### config.mk
export PLATFORM = sky130hd
export DESIGN_NAME = cwcf_queue
export DESIGN_NICKNAME = d
export VERILOG_FILES = /design/src/cwcf_pkg.sv /design/src/cwcf_queue.sv
export VERILOG_INCLUDE_DIRS = /design/src /design/src/src
export SDC_FILE = /design/constraint.sdc
export NUM_CORES = 1
export LEC_CHECK = 0
export BUFFER_PORTS_ARGS = -buffer_cell sky130_fd_sc_hd__buf_4
export CAP_MARGIN = 20
export CORE_ASPECT_RATIO = 0.75
export CORE_UTILIZATION = 57
export CTS_CLUSTER_DIAMETER = 40
export CTS_CLUSTER_SIZE = 12
export DETAILED_ROUTE_END_ITERATION = 8
export PLACE_DENSITY = 0.83
export SYNTH_ARGS = -nofsm -noshare
export SYNTH_HDL_FRONTEND = slang
export SYNTH_SLANG_ARGS = --single-unit
### constraint.sdc
create_clock -name clk -period 8.3 [get_ports clk]
set_input_delay 1.245 -clock clk [delete_from_list [all_inputs] [get_ports clk]]
set_output_delay 1.245 -clock clk [all_outputs]
set_load 0.01 [all_outputs]
### src/assert_macros.svh
// ----------------------------------------------------------------------------
// assert_macros.svh
// Assertion helpers shared by the wall collision core; ASSERT_OFF drops them.
// ----------------------------------------------------------------------------
`ifndef ASSERT_MACROS_SVH
`define ASSERT_MACROS_SVH

`ifndef ASSERT_OFF
// prop must hold at every clock edge outside reset
`define ASSERT_CLK(lbl, clk, rst_n, prop, msg) \
	lbl: assert property (@(posedge clk) disable iff (!rst_n) prop) else $error(msg);
// expr must never be true at a clock edge outside reset
`define ASSERT_NEVER(lbl, clk, rst_n, expr, msg) \
	lbl: assert property (@(posedge clk) disable iff (!rst_n) !(expr)) else $error(msg);
`else
`define ASSERT_CLK(lbl, clk, rst_n, prop, msg)
`define ASSERT_NEVER(lbl, clk, rst_n, expr, msg)
`endif

`endif

### src/cwcf_pkg.sv
`timescale 1ns / 1ps
// ----------------------------------------------------------------------------
// cwcf_pkg
// Shared types and constants of the circle wall collision force core.
// ----------------------------------------------------------------------------
package cwcf_pkg;

	localparam int FRAC_BITS_DEF = 16;
	localparam int QDEPTH_DEF    = 4;

	// (1 << F) + restitution, wide enough for F up to 24
	localparam int KW  = 25;
	// quotient cap of the impulse magnitude
	localparam logic [34:0] IMP_CAP = 35'(1) << 34;

	typedef enum logic [2:0] {
		WALL_NONE   = 3'd0,
		WALL_RIGHT  = 3'd1,
		WALL_LEFT   = 3'd2,
		WALL_TOP    = 3'd3,
		WALL_BOTTOM = 3'd4
	} wall_t;

	typedef enum logic [1:0] {
		CFG_SCENE_W = 2'd0,
		CFG_SCENE_H = 2'd1,
		CFG_GRAV    = 2'd2,
		CFG_DT      = 2'd3
	} cfg_idx_t;

	typedef struct packed {
		logic [30:0]        scene_w;
		logic [30:0]        scene_h;
		logic signed [31:0] grav;
		logic [30:0]        dt;      // never zero
	} cfg_t;

	// classified beat, front to back
	typedef struct packed {
		wall_t              wall;
		logic               on_x;
		logic signed [31:0] vn;
		logic signed [31:0] corr;
		logic               grav_en;
		logic [30:0]        mass;
		logic [30:0]        iner;
		logic [16:0]        e;
		logic signed [31:0] fx;
		logic signed [31:0] fy;
		logic signed [62:0] gprod;   // mass * gravity_accel
	} item_t;

endpackage

### src/cwcf_queue.sv
`timescale 1ns / 1ps
// ----------------------------------------------------------------------------
// cwcf_queue
// Short FIFO between the classifier and the arithmetic back end.
// ----------------------------------------------------------------------------
`include "assert_macros.svh"
module cwcf_queue #(
	parameter int DEPTH = cwcf_pkg::QDEPTH_DEF
) (
	input  logic             clk,
	input  logic             arst_n,
	input  logic             push,
	input  cwcf_pkg::item_t  push_item,
	input  logic             pop,
	output logic             nonempty,
	output logic             nearly_full,
	output cwcf_pkg::item_t  head
);
	import cwcf_pkg::*;

	localparam int AW = (DEPTH > 1) ? $clog2(DEPTH) : 1;
	localparam int CW = $clog2(DEPTH + 1);

	item_t         mem_q [0:DEPTH-1];
	logic [AW-1:0] wr_q, rd_q;
	logic [CW-1:0] cnt_q;
	logic          do_pop;

	assign do_pop      = pop && (cnt_q != '0);
	assign nonempty    = (cnt_q != '0);
	// one beat may still sit in the front register
	assign nearly_full = (cnt_q >= CW'(DEPTH - 1));
	assign head        = mem_q[rd_q];

	always_ff @(posedge clk or negedge arst_n) begin
		if (!arst_n) begin
			wr_q  <= '0;
			rd_q  <= '0;
			cnt_q <= '0;
		end else begin
			if (push) begin
				wr_q <= (wr_q == AW'(DEPTH - 1)) ? '0 : wr_q + AW'(1);
			end
			if (do_pop) begin
				rd_q <= (rd_q == AW'(DEPTH - 1)) ? '0 : rd_q + AW'(1);
			end
			if (push && !do_pop) begin
				cnt_q <= cnt_q + CW'(1);
			end else if (!push && do_pop) begin
				cnt_q <= cnt_q - CW'(1);
			end
		end
	end

	always_ff @(posedge clk) begin
		if (push) begin
			mem_q[wr_q] <= push_item;
		end
	end

	`ASSERT_NEVER(a_no_overflow, clk, arst_n, push && !do_pop && (cnt_q == CW'(DEPTH)), "queue overflow")

endmodule

==> flow_metrics.py <==
metrics = {
    "hold_path": {
        "holdCritPathClass": "primary input to asynchronous set/reset pin",
    },
    "route": {
        "firstDrtPassIters": 5,
        "postRouteAntennaNets": 0,
        "drc_errors": 0,
        "via_per_inst": 5.920,
        "routed_wl_um": 84490,
        "drt_iter0_drc": 1562,
        "avgRoutedWirePerCell_um": 27.36,
        "num_vias": 18280,
    },
    "floorplanning": {
        "rows": 83,
        "die_area_um2": 71460,
        "start_util_pct": 58.09,
        "ioPinCount": 556,
        "core_area_um2": 69060,
        "die_y_um": 231.8,
        "die_x_um": 308.3,
    },
    "logic_synthesis": {
        "synth.largest_area_cell": "edfxtp_1",
        "syn_inst": 1474,
        "ys_types": 19,
        "syn_area_per_cell_um2": 27.22,
        "ys_ff_latch": 1107,
        "seq_area_frac_synth_pct": 82.77,
        "syn-cell-area_um2": 40120,
        "synth_top_area_share_pct": 82.34,
        "synthTopCellsByArea": "edfxtp_1 (82%), mux4_2 (15%), buf_6 (0.76%)",
        "syn_nets": 1760,
        "yosys_warnings": 0,
    },
    "worst_setup_path": {
        "critPathMaxFanout": 45,
        "ff2ff_setup_slack_ns": 5.02,
        "cp.arrival_ns": 3.56,
        "cp-end-kind": "primary output",
        "path_class": "register to primary output",
        "start_kind": "register",
        "worstPathRequired_ns": 7.05,
    },
    "timing": {
        "rsz0062_at_grt": "no",
        "slew_viol_final": 0,
        "max_freq_ghz": 0.2083,
        "period_needed_ns": 4.802,
        "setup_tns_ns": 0,
        "fin_worst_skew_ns": 0.02971,
        "setup-violations-final": 0,
        "max_slew.worst_pin.slew_ns": 1.176,
        "finalCritPeriodShare_pct": 57.85,
        "relSlewSlack_pct": 21.63,
        "hold_viol": 0,
        "worst_slack_ns": 3.498,
    },
    "clocking": {
        "cts.htree.levels": 3,
        "postCtsSetupRepairBufs": 0,
        "cts_sinks": 1107,
        "post_cts_resized": 0,
        "cts_made_buffers": 111,
        "clock_latency_ns": 0.66,
        "cts_root_buffer": "clkbuf_16",
        "cts_hold_buf": 0,
        "clk_pin_slew_ns": 0.06,
        "clockBufferDepth": 3,
        "cts_tree": "done",
    },
    "job": {
        "drv_cap": 0,
    },
    "power_and_ir_drop": {
        "ir_drop_v": 0.0002702,
        "leakagePower_uw": 0.01636,
        "power_density_nw_per_um2": 353.4,
    },
    "place": {
        "gp_congestion": 0.7919,
        "hpwl_um": 49880,
        "port_buffers": 555,
        "pre_cts_ws_ns": 4.202,
    },
    "status": {
        "status": "completed",
    },
    "global_route": {
        "antenna_found_initial": 9,
        "grt_pass1_wl_um": 123200,
        "grt_max_degree": 150,
        "grt_pass1_vias": 19440,
        "grtUsageTotal_pct": 23.77,
        "overflow": 0,
    },
    "finish": {
        "nFillCells": 3824,
        "layout_commonest_cell": "edfxtp_1",
        "utilization_pct": 70.06,
        "syn2layout_area_growth_pct": 20.60,
        "drive_gt1_share_pct": 46.16,
        "layout_common_cells": "edfxtp_1 (1,100), buf_4 (563), mux4_2 (275)",
        "final_nets": 2382,
    },
}
## path summary, 6_finish.rpt
path / startpoint / end / depth (start not counted)
min reg2reg: cnt_q[2] / cnt_q[2] / 1
min in group clk: cnt_q[2] / cnt_q[2] / 1
max in group asynchronous: arst_n / rd_q[1] / 1
max: rd_q[1] / head[82] / 4
max reg2reg: wr_q[0] / mem_q[2][115] / 5
min: arst_n / wr_q[1] / 1
## through the flow
step           hold slack (ns)  instance area [um2]  power, uW  instances
3_3_place_gp            0.4748                45210      12640       2918
3_5_place_dp            0.4971                45210      12760       2918
2_1_floorplan           0.4587                40120      10780       1474
6_report                0.3942                48380      17100       3088
5_1_grt                 0.3565                48380      17730       3085
4_1_cts                 0.3534                48370      17260       3082
## logic make-up (layout without fill, tap and decap cells)
| family | count (synthesis) | in the layout | synth area share (%) |
|---|---|---|---|
| buf+inv | 65 | 738 | 1.223 |
| flops | 1107 | 1107 | 82.77 |
| mux | 278 | 278 | 15.52 |
| xor+xnor | 3 | 3 | 0.06551 |
| compound gates | 3 | 3 | 0.04367 |
| simple gates | 11 | 11 | 0.1341 |
| other cells | 0 | 6 | 0 |
| fa+ha+maj | 7 | 7 | 0.2370 |
## layer usage
metal / vias to the layer above / track usage (%) / share of wire, %
li1: 7652 / - / -
met1: 9592 / 29.41 / 36
met2: 882 / 39.73 / 51
met3: 147 / 8.196 / 10
met4: 8 / 7.556 / 2.7
met5: - / 0 / 0.067
## flip-flops by register name, summed over array words and instances, names as in the netlist
register,count
cnt_q,3
mem_q,1100
rd_q,2
wr_q,2
## cell usage after synthesis
library cell and instances:
ha_1 6, o21ai_0 2, clkbuf_1 4, buf_2 29, or3_1 1, buf_6 27, fa_1 1, mux2_2 3
buf_4 2, xor2_1 2, inv_1 3, dfrtp_1 7, a21o_1 1, and2_1 4, edfxtp_1 1100, nor2_1 3
xnor2_1 1, nand2_1 3, mux4_2 275
## final cells by class
class / count / area (um2) / area share (%)
Antenna cell: 6 / 15.01 / 0.03103
Multi-Input combinational cell: 302 / 6430 / 13.29
Clock buffer: 132 / 2908 / 6.010
Tap cell: 935 / 1170 / 2.418
Timing Repair Buffer: 571 / 4387 / 9.067
Sequential cell: 1107 / 33210 / 68.65
Inverter: 3 / 11.26 / 0.02327
Clock inverter: 32 / 247.7 / 0.5120
## critical path, cell delays in order (launching register included)
cell     delay (ns)
dfrtp_4        0.87
buf_4          0.66
buf_4          0.67
mux4_2         0.43
buf_4          0.17
## power by group
part           switching (uW)  internal, uW  total (uW)
logic                    2600          2550        5140
registers                 324          7180        7500
clock network            1940          2520        4450
total                    4860         12200       17100
No activity file was read; power rests on OpenSTA's default activity.
