<file path="src/assert_macros.svh">
// ----------------------------------------------------------------------------
// assert_macros.svh
// Assertion helpers shared by the wall collision core; ASSERT_OFF drops them.
// ----------------------------------------------------------------------------
`ifndef ASSERT_MACROS_SVH
`define ASSERT_MACROS_SVH

`ifndef ASSERT_OFF
// prop must hold at every clock edge outside reset
`define ASSERT_CLK(lbl, clk, rst_n, prop, msg) \
	lbl: assert property (@(posedge clk) disable iff (!rst_n) prop) else $error(msg);
// expr must never be true at a clock edge outside reset
`define ASSERT_NEVER(lbl, clk, rst_n, expr, msg) \
	lbl: assert property (@(posedge clk) disable iff (!rst_n) !(expr)) else $error(msg);
`else
`define ASSERT_CLK(lbl, clk, rst_n, prop, msg)
`define ASSERT_NEVER(lbl, clk, rst_n, expr, msg)
`endif

`endif

</file>
<file path="src/cwcf_pkg.sv">
`timescale 1ns / 1ps
// ----------------------------------------------------------------------------
// cwcf_pkg
// Shared types and constants of the circle wall collision force core.
// ----------------------------------------------------------------------------
package cwcf_pkg;

	localparam int FRAC_BITS_DEF = 16;
	localparam int QDEPTH_DEF    = 4;

	// (1 << F) + restitution, wide enough for F up to 24
	localparam int KW  = 25;
	// quotient cap of the impulse magnitude
	localparam logic [34:0] IMP_CAP = 35'(1) << 34;

	typedef enum logic [2:0] {
		WALL_NONE   = 3'd0,
		WALL_RIGHT  = 3'd1,
		WALL_LEFT   = 3'd2,
		WALL_TOP    = 3'd3,
		WALL_BOTTOM = 3'd4
	} wall_t;

	typedef enum logic [1:0] {
		CFG_SCENE_W = 2'd0,
		CFG_SCENE_H = 2'd1,
		CFG_GRAV    = 2'd2,
		CFG_DT      = 2'd3
	} cfg_idx_t;

	typedef struct packed {
		logic [30:0]        scene_w;
		logic [30:0]        scene_h;
		logic signed [31:0] grav;
		logic [30:0]        dt;      // never zero
	} cfg_t;

	// classified beat, front to back
	typedef struct packed {
		wall_t              wall;
		logic               on_x;
		logic signed [31:0] vn;
		logic signed [31:0] corr;
		logic               grav_en;
		logic [30:0]        mass;
		logic [30:0]        iner;
		logic [16:0]        e;
		logic signed [31:0] fx;
		logic signed [31:0] fy;
		logic signed [62:0] gprod;   // mass * gravity_accel
	} item_t;

endpackage

</file>
<file path="src/cwcf_front.sv">
`timescale 1ns / 1ps
// ----------------------------------------------------------------------------
// cwcf_front
// Wall tests, clamped coordinate, normal velocity and resting force product.
// ----------------------------------------------------------------------------
module cwcf_front #(
	parameter int FRAC_BITS = cwcf_pkg::FRAC_BITS_DEF
) (
	input  logic                clk,
	input  logic                arst_n,
	input  cwcf_pkg::cfg_t      cfg,
	input  logic                take,
	input  logic signed [31:0]  pos_x,
	input  logic signed [31:0]  pos_y,
	input  logic signed [31:0]  vel_x,
	input  logic signed [31:0]  vel_y,
	input  logic [30:0]         radius_in,
	input  logic [30:0]         body_mass,
	input  logic [30:0]         inertia,
	input  logic [16:0]         restitution,
	input  logic signed [31:0]  force_x_in,
	input  logic signed [31:0]  force_y_in,
	output logic                vld_s1,
	output cwcf_pkg::item_t     item_s1
);
	import cwcf_pkg::*;

	// 0.01 in fixed point, rounded
	localparam int SLOW_VEL = ((1 << FRAC_BITS) + 50) / 100;

	logic signed [33:0] r34, px34, py34, dx, dy;
	logic signed [63:0] gp;
	item_t              it;

	always_comb begin
		r34  = $signed({3'b000, radius_in});
		px34 = 34'(pos_x);
		py34 = 34'(pos_y);
		dx   = $signed({3'b000, cfg.scene_w}) - px34;
		dy   = $signed({3'b000, cfg.scene_h}) - py34;
		gp   = $signed({1'b0, body_mass}) * cfg.grav;

		it         = '0;
		it.mass    = body_mass;
		it.iner    = inertia;
		it.e       = restitution;
		it.fx      = force_x_in;
		it.fy      = force_y_in;
		it.gprod   = gp[62:0];
		it.wall    = WALL_NONE;
		priority if (dx <= r34) begin
			it.wall = WALL_RIGHT;
			it.on_x = 1'b1;
			it.corr = $signed({1'b0, cfg.scene_w}) - $signed({1'b0, radius_in});
			it.vn   = (vel_x > 32'sd0) ? vel_x : 32'sd0;
		end else if (px34 <= r34) begin
			it.wall = WALL_LEFT;
			it.on_x = 1'b1;
			it.corr = $signed({1'b0, radius_in});
			it.vn   = (vel_x < 32'sd0) ? vel_x : 32'sd0;
		end else if (dy <= r34) begin
			it.wall = WALL_TOP;
			it.corr = $signed({1'b0, cfg.scene_h}) - $signed({1'b0, radius_in});
			it.vn   = (vel_y > 32'sd0) ? vel_y : 32'sd0;
		end else if (py34 <= r34) begin
			it.wall    = WALL_BOTTOM;
			it.corr    = $signed({1'b0, radius_in});
			it.vn      = (vel_y < 32'sd0) ? vel_y : 32'sd0;
			// resting contact: slow upward or still
			it.grav_en = (vel_y >= 32'sd0) && (vel_y < $signed(32'(SLOW_VEL)));
		end else begin
			it.wall = WALL_NONE;
		end
	end

	always_ff @(posedge clk or negedge arst_n) begin
		if (!arst_n) begin
			vld_s1 <= 1'b0;
		end else begin
			vld_s1 <= take;
		end
	end

	always_ff @(posedge clk) begin
		if (take) begin
			item_s1 <= it;
		end
	end

endmodule

</file>
<file path="config.mk">
export PLATFORM = sky130hd
export DESIGN_NAME = cwcf_front
export DESIGN_NICKNAME = d
export VERILOG_FILES = /design/src/assert_macros.svh /design/src/cwcf_pkg.sv /design/src/cwcf_front.sv
export SDC_FILE = /design/constraint.sdc
export NUM_CORES = 2
export LEC_CHECK = 0
export ABC_CLOCK_PERIOD_IN_PS = 800
export BUFFER_PORTS_ARGS = -buffer_cell sky130_fd_sc_hd__buf_2
export CORE_ASPECT_RATIO = 0.8
export CORE_MARGIN = 2
export CORE_UTILIZATION = 55
export CTS_CLUSTER_DIAMETER = 120
export DETAILED_ROUTE_END_ITERATION = 8
export PLACE_DENSITY = 0.77
export RECOVER_POWER = 25
export SLEW_MARGIN = 10
export SYNTH_ARGS = -nofsm -noshare
export SYNTH_HDL_FRONTEND = slang
export SYNTH_SLANG_ARGS = --single-unit
</file>
<file path="constraint.sdc">
create_clock -name clk -period 0.8 [get_ports clk]
set_clock_uncertainty 0.2 [all_clocks]
set_input_delay 0.16 -clock clk [delete_from_list [all_inputs] [get_ports clk]]
set_output_delay 0.16 -clock clk [all_outputs]
set_load 0.03 [all_outputs]
</file>
==> flow_summary.json <==
{
  "violations": "hold timing, capacitance limit, slew limit, setup timing",
  "final_area_sq_mm": 0.0719,
  "vias_per_cell": 5.73,
  "min_period_ns": 7.68,
  "end_kind": "flop",
  "htreeDepth": 2,
  "initial_utilization_pct": 55.8,
  "die_w_um": 345,
  "synth_ff_type": "edfxtp_1",
  "period_share_pct": 960,
  "drt-total-wl_mm": 212,
  "netlist.area_leader.share_pct": 34.1,
  "holdBufCountCts": 116,
  "via_count": 48200,
  "synthCells": 5266,
  "drive_gt1_share_pct": 34.8,
  "synth_top_family_by_area": "adder cells",
  "cp-startpoint": "body_mass[12]",
  "synth_compound_area_share_pct": 9.46,
  "die_area_sq_mm": 0.0954,
  "worst_pin_slew_ns": 1.69,
  "status": "finished, violations left",
  "synth.most_common_cell": "inv_1",
  "synth_xor_area_share_pct": 2.60,
  "hold_class": "in2reg",
  "yosysWarningCount": 0,
  "core_sq_mm": 0.0917,
  "required_ns": 1.01,
  "ys_seq_elements": 276,
  "grt_use_total_pct": 41.4,
  "synth_top_area_cell": "fa_1",
  "die_h_um": 277,
  "drt_iter0_drc": 4421,
  "holdWs_ns": -0.301,
  "nets": 8950,
  "syn_area_sq_mm": 0.0511,
  "fmax_ghz": 0.130,
  "synthDistinctLibCells": 74,
  "synth_seq_area_share_pct": 16.2,
  "fin_ws_ns": -6.88,
  "async_flop_share_pct": 0.362,
  "maxCapViolations": 1,
  "synthAdderAreaFrac_pct": 47.3,
  "path_clk_slew_ns": 0.06,
  "placedInstanceArea_sq_mm": 0.0653,
  "grt_pass1_wl_mm": 295,
  "yosys-top-cells-count": "1020 x inv_1, 871 x fa_1, 629 x and2_1",
  "instances_no_fill": 8415,
  "muxShareOfSynthArea_pct": 0.421,
  "antenna_left": 0,
  "synth.area.top_cells": "fa_1 34%, edfxtp_1 16%, ha_1 13%, and2_1 7.7%, inv_1 7.5%",
  "antenna_found_initial": 70,
  "hold_violations": 78,
  "grt_pass1_vias": 50000,
  "hpwlAfterDp_mm": 156,
  "drtPass1Iterations": 6,
  "cts_tree": "done",
  "slew_headroom_pct": -13.2,
  "port_buffers": 674,
  "hp-start": "vel_x[4]",
  "place_congestion": 1.07,
  "rows": 99,
  "clockBufferDepth": 3,
  "drcViolationCount": 0,
  "rsz0062_at_grt": "true",
  "postSynthAreaPerCell_sq_um": 9.71,
  "cts.sinks": 276,
  "setup_violations": 611,
  "grt-ovfl-total": 0,
  "area_delta_synth_final_pct": 40.7,
  "synth_nets": 7105,
  "ios": 706,
  "wl_per_cell_um": 25.1,
  "crit_arrival_ns": 7.89,
  "slew_violations": 2,
  "grt_max_degree": 54,
  "synth_edf_count": 275,
  "dp_cells": 8046,
  "path_max_fanout": 14,
  "cts_root_buffer": "clkbuf_16",
  "cp-start-kind": "input pin",
  "yosys.area_share.simple_pct": 14.8,
  "critPathKind": "in2reg",
  "cts_buffers": 35
}
## state kept, by name (all words and copies together), names as in the netlist
register and flops:
item_s1 275, vld_s1 1
## timing repair
item / CTS / global route
resized for setup: 487 / 266
pin swaps: 153 / 167
gates cloned: 12 / 5
setup buffers: 73 / 62
endpoints found under the setup margin: 407 / 408
hold endpoints to repair: 296 / 168
## logic make-up after synthesis
logic type,after synthesis
AOI/OAI and AO/OA,725
xor gates and xnor gates,152
adders and majority gates,1409
buffers and inverters,1245
DFF,276
muxes,20
and+or+nand+nor,1439
## placed cells by master, fill, tap and decap left out, types with 38 or more instances in the layout
cell           instances
diode_2               67
and2_1               538
xor2_1                48
o21ai_0               76
fa_2                  63
buf_12                71
inv_1                967
and2_4                91
fa_1                 808
ha_4                  69
buf_6                142
nand3_1               38
a21oi_1              159
buf_2                610
ha_1                 466
clkbuf_16             39
nand4_1               53
nor2_1                90
inv_2                 51
a21o_1               109
buf_4               1036
dlygate4sd3_1        116
nand2_1              413
xnor2_1               89
edfxtp_1             275
## worst max-delay path, cell delays in order
cell and delay (ns):
buf_12 0.13, buf_12 0.14, and2_4 0.16, fa_1 0.59, fa_2 0.50, fa_1 0.50
inv_1 0.08, fa_1 0.59, inv_1 0.51, ha_4 0.30, ha_4 0.21, fa_1 0.58
inv_1 0.15, fa_1 0.55, inv_1 0.09, ha_4 0.29, nand4_1 0.16, nor2_2 0.24
a211oi_4 0.10, buf_6 0.16, o21ai_4 0.24, nand4_1 0.32, a21oi_4 0.32, o2111ai_2 0.14
and2_4 0.19, o211a_1 0.23, a311oi_2 0.22
## per-layer routing
layer  share of wire, %  wire (um)  track usage, %  vias up
met4                9.4      20000            30.0       20
li1                   -          -               -    20600
met2                 43      91600            63.5     2989
met5               0.23        478               0        -
met1                 35      74100            51.1    23600
met3                 12      25400            9.74     1005
## metrics by stage
| stage | utilization (%) | hold WS (ns) | setup slack (ns) | TNS [ns] |
|---|---|---|---|---|
| 2_1_floorplan | - | -0.336 | -5.97 | -618.38 |
| 3_3_place_gp | 71.2 | -0.252 | -6.73 | -860.18 |
| 3_5_place_dp | 71.2 | -0.250 | -7.06 | -871.58 |
| 4_1_cts | 76.8 | -0.319 | -5.96 | -802.99 |
| 5_1_grt | 78.4 | -0.303 | -6.89 | -931.73 |
| 6_report | 78.4 | -0.301 | -6.88 | -909.42 |
## layout make-up
class / instances / area (sq um)
diodes: 67 / 168
clock buffers: 41 / 898
clock inverters: 21 / 194
fillers: 5712 / 19800
inverters: 1020 / 3850
multi-input cells: 3745 / 41100
flip-flops and latches: 276 / 8280
well taps: 1212 / 1520
repair buffers: 2033 / 15900
## final timing paths
| kind | endpoint | slack [ns] | depth (start not counted) |
|---|---|---|---|
| min | item_s1[243] | -0.30 | 2 |
| max in group asynchronous | vld_s1 | -0.02 | 3 |
| max | item_s1[62] | -6.88 | 27 |
| min in group asynchronous | vld_s1 | 0.32 | 3 |
Power is not shown: default switching activity piles up to over one toggle a cycle in this logic, so the estimate is an artifact.
